`config.mk`:
```
export PLATFORM = sky130hd
export DESIGN_NAME = mts_ctrl
export DESIGN_NICKNAME = d
export VERILOG_FILES = /design/src/design/mts_pkg.sv /design/src/design/mts_ctrl.sv
export SDC_FILE = /design/constraint.sdc
export NUM_CORES = 1
export LEC_CHECK = 0
export ABC_CLOCK_PERIOD_IN_PS = 2620
export BUFFER_PORTS_ARGS = -buffer_cell sky130_fd_sc_hd__buf_2
export CORE_AREA = 2 2 46 56
export DETAILED_ROUTE_END_ITERATION = 12
export DIE_AREA = 0 0 48 58
export PLACE_DENSITY = 0.69
export SLEW_MARGIN = 20
export SYNTH_ARGS = -nofsm -noshare
export SYNTH_HDL_FRONTEND = slang
export SYNTH_SLANG_ARGS = --single-unit
```
`constraint.sdc`:
```
create_clock -name clk -period 2.62 [get_ports clk]
set_input_delay 0.524 -clock clk [delete_from_list [all_inputs] [get_ports clk]]
set_output_delay 0.524 -clock clk [all_outputs]
set_load 0.02 [all_outputs]
```
`src/design/mts_pkg.sv`:
```
`default_nettype none
package mts_pkg;

  // operation codes
  localparam logic [1:0] OP_WRITE  = 2'd0;
  localparam logic [1:0] OP_BIAS   = 2'd1;
  localparam logic [1:0] OP_AT_LOD = 2'd2;
  localparam logic [1:0] OP_DERIV  = 2'd3;

  // filter codes
  localparam logic [1:0] FILT_POINT = 2'd0;
  localparam logic [1:0] FILT_BILIN = 2'd1;
  localparam logic [1:0] FILT_TRI   = 2'd2;

  // wrap codes
  localparam logic [1:0] WRAP_CLAMP  = 2'd0;
  localparam logic [1:0] WRAP_REPEAT = 2'd1;
  localparam logic [1:0] WRAP_MIRROR = 2'd2;

  // configuration port
  localparam int CFG_IDX_W  = 4;
  localparam int CFG_DATA_W = 13;

  localparam logic [CFG_IDX_W-1:0] REG_FILTER_MODE = 4'd0;
  localparam logic [CFG_IDX_W-1:0] REG_WRAP_MODES  = 4'd1;
  localparam logic [CFG_IDX_W-1:0] REG_MIP_LEVELS  = 4'd2;
  localparam logic [CFG_IDX_W-1:0] REG_LOD_BIAS    = 4'd3;
  localparam logic [CFG_IDX_W-1:0] REG_MIN_LOD     = 4'd4;
  localparam logic [CFG_IDX_W-1:0] REG_MAX_LOD     = 4'd5;
  localparam logic [CFG_IDX_W-1:0] REG_WIDTH_LOG2  = 4'd6;
  localparam logic [CFG_IDX_W-1:0] REG_HEIGHT_LOG2 = 4'd7;

  // one accepted input word
  typedef struct packed {
    logic [1:0]         op;
    logic signed [24:0] u;
    logic signed [24:0] v;
    logic signed [12:0] lod;
    logic signed [24:0] ddx_u;
    logic signed [24:0] ddx_v;
    logic signed [24:0] ddy_u;
    logic signed [24:0] ddy_v;
    logic [6:0]         texel_x;
    logic [6:0]         texel_y;
    logic [2:0]         texel_level;
    logic [31:0]        texel_rgba;
  } in_word_t;

  // controller to datapath
  typedef struct packed {
    logic       capture;
    logic       wr_en;
    logic       sq_en;
    logic [1:0] sq_idx;
    logic       msel;
    logic       norm8;
    logic       norm1;
    logic       log_load;
    logic       log_en;
    logic       lod_en;
    logic       setup_en;
    logic       wprep_en;
    logic       pass;
    logic       fetch_en;
    logic [1:0] fetch_idx;
    logic       out_load;
  } cmd_t;

  // datapath to controller
  typedef struct packed {
    logic [1:0] op;
    logic       multi;
    logic       m_zero;
    logic       top8_zero;
    logic       top1;
    logic       point_mode;
    logic       trilin;
  } status_t;

  // texel words over all eight levels
  function automatic int store_depth(input int m);
    int d;
    int s;
    d = 0;
    for (int k = 0; k < 8; k++) begin
      s = (m > k) ? (m - k) : 0;
      d = d + (1 << (2 * s));
    end
    return d;
  endfunction

  // start address of each level, 32 bits per level, level 0 in the low word
  function automatic logic [255:0] base_table(input int m);
    logic [255:0] t;
    int b;
    int s;
    t = '0;
    b = 0;
    for (int k = 0; k < 8; k++) begin
      t[k*32 +: 32] = 32'(b);
      s = (m > k) ? (m - k) : 0;
      b = b + (1 << (2 * s));
    end
    return t;
  endfunction

endpackage
`default_nettype wire

```
`src/design/mts_ctrl.sv`:
```
`default_nettype none
module mts_ctrl
  import mts_pkg::*;
(
  input  logic    clk,
  input  logic    rst_n,
  input  logic    in_valid,
  output logic    in_ready,
  output logic    out_valid,
  input  logic    out_ready,
  input  status_t status,
  output cmd_t    cmd
);

  localparam logic [3:0] S_IDLE  = 4'd0;
  localparam logic [3:0] S_DEC   = 4'd1;
  localparam logic [3:0] S_WRITE = 4'd2;
  localparam logic [3:0] S_SQ    = 4'd3;
  localparam logic [3:0] S_MSEL  = 4'd4;
  localparam logic [3:0] S_NORM8 = 4'd5;
  localparam logic [3:0] S_NORM1 = 4'd6;
  localparam logic [3:0] S_LOGL  = 4'd7;
  localparam logic [3:0] S_LOG   = 4'd8;
  localparam logic [3:0] S_LOD   = 4'd9;
  localparam logic [3:0] S_SETUP = 4'd10;
  localparam logic [3:0] S_WPREP = 4'd11;
  localparam logic [3:0] S_FETCH = 4'd12;
  localparam logic [3:0] S_DRAIN = 4'd13;
  localparam logic [3:0] S_DONE  = 4'd14;

  logic [3:0] state_r, state_nxt;
  logic [2:0] step_r, step_nxt;
  logic       pass_r, pass_nxt;
  logic       out_valid_r, out_valid_nxt;
  logic       out_space;

  assign out_space = !out_valid_r || out_ready;
  assign in_ready  = (state_r == S_IDLE);
  assign out_valid = out_valid_r;

  // sequencing
  always_comb begin
    state_nxt = state_r;
    step_nxt  = step_r;
    pass_nxt  = pass_r;
    case (state_r)
      S_IDLE: begin
        if (in_valid) state_nxt = S_DEC;
      end
      S_DEC: begin
        if (status.op == OP_WRITE) begin
          state_nxt = S_WRITE;
        end else if (status.op == OP_DERIV && status.multi) begin
          state_nxt = S_SQ;
          step_nxt  = 3'd0;
        end else begin
          state_nxt = S_LOD;
        end
      end
      S_WRITE: state_nxt = S_DONE;
      S_SQ: begin
        if (step_r == 3'd3) state_nxt = S_MSEL;
        else step_nxt = step_r + 3'd1;
      end
      S_MSEL: state_nxt = S_NORM8;
      S_NORM8: begin
        if (status.m_zero) state_nxt = S_LOD;
        else if (!status.top8_zero) state_nxt = S_NORM1;
      end
      S_NORM1: begin
        if (status.top1) state_nxt = S_LOGL;
      end
      S_LOGL: begin
        state_nxt = S_LOG;
        step_nxt  = 3'd0;
      end
      S_LOG: begin
        if (step_r == 3'd6) state_nxt = S_LOD;
        else step_nxt = step_r + 3'd1;
      end
      S_LOD: begin
        state_nxt = S_SETUP;
        pass_nxt  = 1'b0;
      end
      S_SETUP: state_nxt = S_WPREP;
      S_WPREP: begin
        state_nxt = S_FETCH;
        step_nxt  = 3'd0;
      end
      S_FETCH: begin
        if (status.point_mode || step_r == 3'd3) state_nxt = S_DRAIN;
        else step_nxt = step_r + 3'd1;
      end
      S_DRAIN: begin
        if (!pass_r && status.trilin) begin
          pass_nxt  = 1'b1;
          state_nxt = S_SETUP;
        end else begin
          state_nxt = S_DONE;
        end
      end
      S_DONE: begin
        if (out_space) state_nxt = S_IDLE;
      end
      default: state_nxt = S_IDLE;
    endcase
  end

  // commands
  always_comb begin
    cmd           = '0;
    cmd.capture   = (state_r == S_IDLE) && in_valid;
    cmd.wr_en     = (state_r == S_WRITE);
    cmd.sq_en     = (state_r == S_SQ);
    cmd.sq_idx    = step_r[1:0];
    cmd.msel      = (state_r == S_MSEL);
    cmd.norm8     = (state_r == S_NORM8) && !status.m_zero && status.top8_zero;
    cmd.norm1     = (state_r == S_NORM1) && !status.top1;
    cmd.log_load  = (state_r == S_LOGL);
    cmd.log_en    = (state_r == S_LOG);
    cmd.lod_en    = (state_r == S_LOD);
    cmd.setup_en  = (state_r == S_SETUP);
    cmd.wprep_en  = (state_r == S_WPREP);
    cmd.pass      = pass_r;
    cmd.fetch_en  = (state_r == S_FETCH);
    cmd.fetch_idx = step_r[1:0];
    cmd.out_load  = (state_r == S_DONE) && out_space;
  end

  // result word held until taken
  always_comb begin
    out_valid_nxt = out_valid_r;
    if (cmd.out_load) out_valid_nxt = 1'b1;
    else if (out_ready) out_valid_nxt = 1'b0;
  end

  always_ff @(posedge clk) begin
    if (!rst_n) begin
      state_r     <= S_IDLE;
      step_r      <= 3'd0;
      pass_r      <= 1'b0;
      out_valid_r <= 1'b0;
    end else begin
      state_r     <= state_nxt;
      step_r      <= step_nxt;
      pass_r      <= pass_nxt;
      out_valid_r <= out_valid_nxt;
    end
  end

endmodule
`default_nettype wire

```
# After elaboration in Yosys (flattened, before gate mapping)
# Index checks and enable logic that the tools add are counted.
# classes
eq_ne,30
n_mux,22
addsub,1
n_reduce_logical,22
# op_table
operator,n
one-hot mux 4 bit (15 select lines),1
2-to-1 mux 4 bit,10
equality test 4 bit (second input constant),7
2-to-1 mux 3 bit,6
inequality test 2 bit (second input constant),9
equality test 4 x 3 -> 1 bit (second input constant),4
one-hot mux 3 bit (5 select lines),1
equality test 4 x 2 -> 1 bit (second input constant),2
logical AND 1 bit,7
AND reduction 7 bit,1
inequality test 2 x 1 -> 1 bit (second input constant),3
AND reduction 6 bit,1
nonzero test 5 bit,1
equality test 4 x 1 -> 1 bit (second input constant),1
zero test 1 bit,4
zero test 4 bit,1
nonzero test 2 bit,2
adder 3 x 1 -> 3 bit (second input constant),1
equality test 3 x 2 -> 1 bit (second input constant),1
equality test 3 bit (second input constant),1
2-to-1 mux 1 bit,3
inequality test 3 bit (second input constant),1
equality test 2 bit (second input constant),1
zero test 2 bit,1
other kinds (4),5
# totals
regBits,9

# Logic depth before layout (Yosys ltp)
# logic_depth
depth_word,5
mapped_depth,7

# Worst setup path before layout
# No wires, ideal clock.
# synth_path
path_kind,flip-flop to output port
start,reg state_r[2]
end,out cmd[17] in the netlist's numbering
stages_incl_launch_ff,4
n_path_buf,1
t_required_ns,2.096
arrival_time_ns,1.604
setup_slack_ns,0.492
path_cell_list,dfxtp_1 buf_6 nor4_1 and2_1
# synth_lines
element,line_no,rtl
"start, declared",mts_ctrl.sv:31,"logic [3:0] state_r, state_nxt;"
"start signal, assigned",mts_ctrl.sv:144,state_r <= state_nxt;
"end, declared",mts_ctrl.sv:12,output cmd_t cmd

==> out/qor.yml <==
placed_design:
  numPortBuffers: 31
  gp_congestion: 0.801
  hpwl_um: 1730
  dp_slack_ns: 0.491
route:
  drtIter0Drc: 13
  wirelength_um: 2190
  wl_per_cell_um: 12.8
  drc: 0
  drt_pass1_iterations: 4
  postRouteAntennaNets: 0
  avgViaCountPerCell: 5.30
  vias: 912
job:
  cap_viol_max_count: 0
clock_network:
  cts_tree: "yes"
  cts.sinks: 9
  ctsHoldBuffers: 0
  clkTransAtPathRegs_ns: 0.06
  clockRootBuffer: "clkbuf_4"
  cts_buffer_depth: 2
  htreeDepth: 1
  cts_buffers: 3
  insertion_delay_ns: 0.26
  cts_resized: 0
  cts_setup_buffers: 0
layout:
  seqCellArea_um2: 180
  antenna_cells: 0
  drive_above_1_share: 0.355
  syn2layout_area_growth_pct: 12.9
  multi_input_area_um2: 648
  final_util: 0.480
  nets: 157
  nFillCells: 238
synth:
  synth_nets: 134
  syn-mean-instance-area_um2: 8.06
  syn_inst: 119
  synth_area_um2: 960
  ys_ff_latch: 9
  ys_seq_area_frac: 0.188
  yosysWarningCount: 0
  synth.distinct_cells: 44
global_route:
  grtUsageTotal: 0.178
  grt_first_pass_wirelength_um: 3570
  grt_max_degree: 21
  first_global_vias: 793
  grt_antenna_before_repair: 0
  grt-ovfl-total: 0
die:
  start_util: 0.425
  coreArea_um2: 2260
  die_w_um: 48
  io_pins: 32
  dieArea_um2: 2780
  die_h_um: 58
  rows: 19
worst_setup_path:
  cp-end-kind: "output port"
  required_ns: 2.10
  critPathLaunchType: "register"
  reg2reg_to: "state_r[2]$_SDFFE_PN0P_"
  reg2reg_from: "step_r[0]$_SDFFE_PN0P_"
  r2r_slack_ns: 0.54
  crit_type: "reg -> out"
  r2r_cells: 8
  cp_max_fo: 20
  cp_data_arrival_time_ns: 1.91
min_path:
  holdPathStages: 2
  hold_end: "step_r[2]$_SDFFE_PN0P_"
  min_from: "step_r[2]$_SDFFE_PN0P_"
  hold_path_class: "reg -> reg"
timing:
  rsz0062_at_grt: "false"
  tns_ns: 0
  post-route-min-period_ns: 2.44
  skew_ns: 0.00539
  timing.final.crit_share: 0.930
  layout_setup_ws_ns: 0.183
  slew_violations: 0
  worst_pin_slew_ns: 0.652
  slew_headroom: 0.565
  hold_viol: 0
  setup_violations: 0
  fmax_ghz: 0.410
power:
  powerDensity_nw_per_um2: 1070
  ir_drop_mv: 0.474
  p_leak_nw: 0.512
run_status:
  outcome: "completed"
==> cell families after synthesis <==
| logic type | share of synthesized area |
|---|---|
| mux | 0.0469 |
| fa+ha+maj | 0.0391 |
| simple gates | 0.361 |
| flops | 0.188 |
| buf+inv | 0.137 |
| compound gates | 0.228 |
==> registers in the layout (all words and copies together), names as in the netlist <==
name and cells:
step_r 3, out_valid 1, state_r 4, pass_r 1
==> per-stage QoR <==
step	total power [mW]	std cells	cell area, um2	hold slack [ns]
floorplan	0.946	119	960	0.461
global placement	1.04	168	1060	0.479
detailed placement	1.05	168	1060	0.489
CTS	1.17	172	1080	0.498
global route	1.26	172	1080	0.543
finish	1.16	172	1080	0.494
==> power breakdown <==
group | switching (mW) | internal [mW] | total (mW)
Clock | 0.0507 | 0.0564 | 0.107
Sequential | 0.137 | 0.174 | 0.311
Combinational | 0.401 | 0.342 | 0.743
==> routing by layer <==
metal | up-vias | share of wire | wire length [um] | track usage
met5 | - | 0 | 0 | 0
met4 | 0 | 0.018 | 39 | 0.0734
met3 | 6 | 0.046 | 100 | 0.0343
met2 | 28 | 0.47 | 1030 | 0.276
met1 | 421 | 0.47 | 1030 | 0.235
li1 | 457 | - | - | -
==> cell usage in the layout (no fill, tap or decap), types with 3 or more instances in the layout <==
master     n
buf_2     31
nand2_1   14
ha_1       3
dfxtp_1    9
nand2b_4   3
inv_1      5
mux2i_1    3
nor2_1    10
nand2b_1   6
nor3_1     4
clkbuf_4   3
a21oi_1    8
==> cell usage after synthesis, drive strengths merged <==
cell type / count / area share
o22a: 1 / 0.018
a311oi: 1 / 0.0091
a21o: 1 / 0.0078
o211ai: 1 / 0.0078
nor4: 2 / 0.013
nand2: 14 / 0.055
o21a: 2 / 0.016
mux2: 1 / 0.016
o211a: 1 / 0.010
nor2b: 2 / 0.013
nor3: 5 / 0.031
o31a: 1 / 0.0091
nor3b: 1 / 0.0078
ha: 3 / 0.039
or4: 3 / 0.027
o311ai: 2 / 0.037
and2: 2 / 0.013
or2: 2 / 0.013
and4b: 1 / 0.010
and3: 2 / 0.013
o21ai: 4 / 0.021
clkbuf: 2 / 0.0078
nor4b: 1 / 0.016
nor2: 11 / 0.051
buf: 13 / 0.11
o31ai: 1 / 0.0078
or4b: 1 / 0.010
nand2b: 9 / 0.082
inv: 5 / 0.020
a211oi: 1 / 0.0078
a31oi: 1 / 0.0065
mux2i: 3 / 0.031
nand3: 1 / 0.0052
a2111oi: 1 / 0.029
a21oi: 8 / 0.042
dfxtp: 9 / 0.19
==> worst max-delay path by stage <==
stage | cells past startpoint | slack [ns] | end | startpoint
2_1_floorplan | 3 | 0.49 | cmd[17] | state_r[2]$_SDFFE_PN0P_
3_3_place_gp | 4 | 0.55 | cmd[11] | state_r[2]$_SDFFE_PN0P_
3_5_place_dp | 4 | 0.49 | cmd[11] | state_r[2]$_SDFFE_PN0P_
4_1_cts | 4 | 0.19 | cmd[11] | state_r[2]$_SDFFE_PN0P_
5_1_grt | 4 | 0.08 | cmd[11] | state_r[2]$_SDFFE_PN0P_
6_report | 4 | 0.18 | cmd[11] | state_r[2]$_SDFFE_PN0P_
==> critical path, cell delays in order (launching register included) <==
cell,delay (ns)
dfxtp_1,0.73
nand2b_1,0.22
or4_4,0.47
inv_1,0.06
buf_2,0.15
==> final cells by class <==
cell class | instances | share of cell area
multi-input combinational | 90 | 0.598
sequential | 9 | 0.166
timing repair buffer | 33 | 0.157
tap | 31 | 0.0358
clock buffer | 3 | 0.0208
inverter | 5 | 0.0173
clock inverter | 1 | 0.00462
Power figures use the tool's default switching activity.
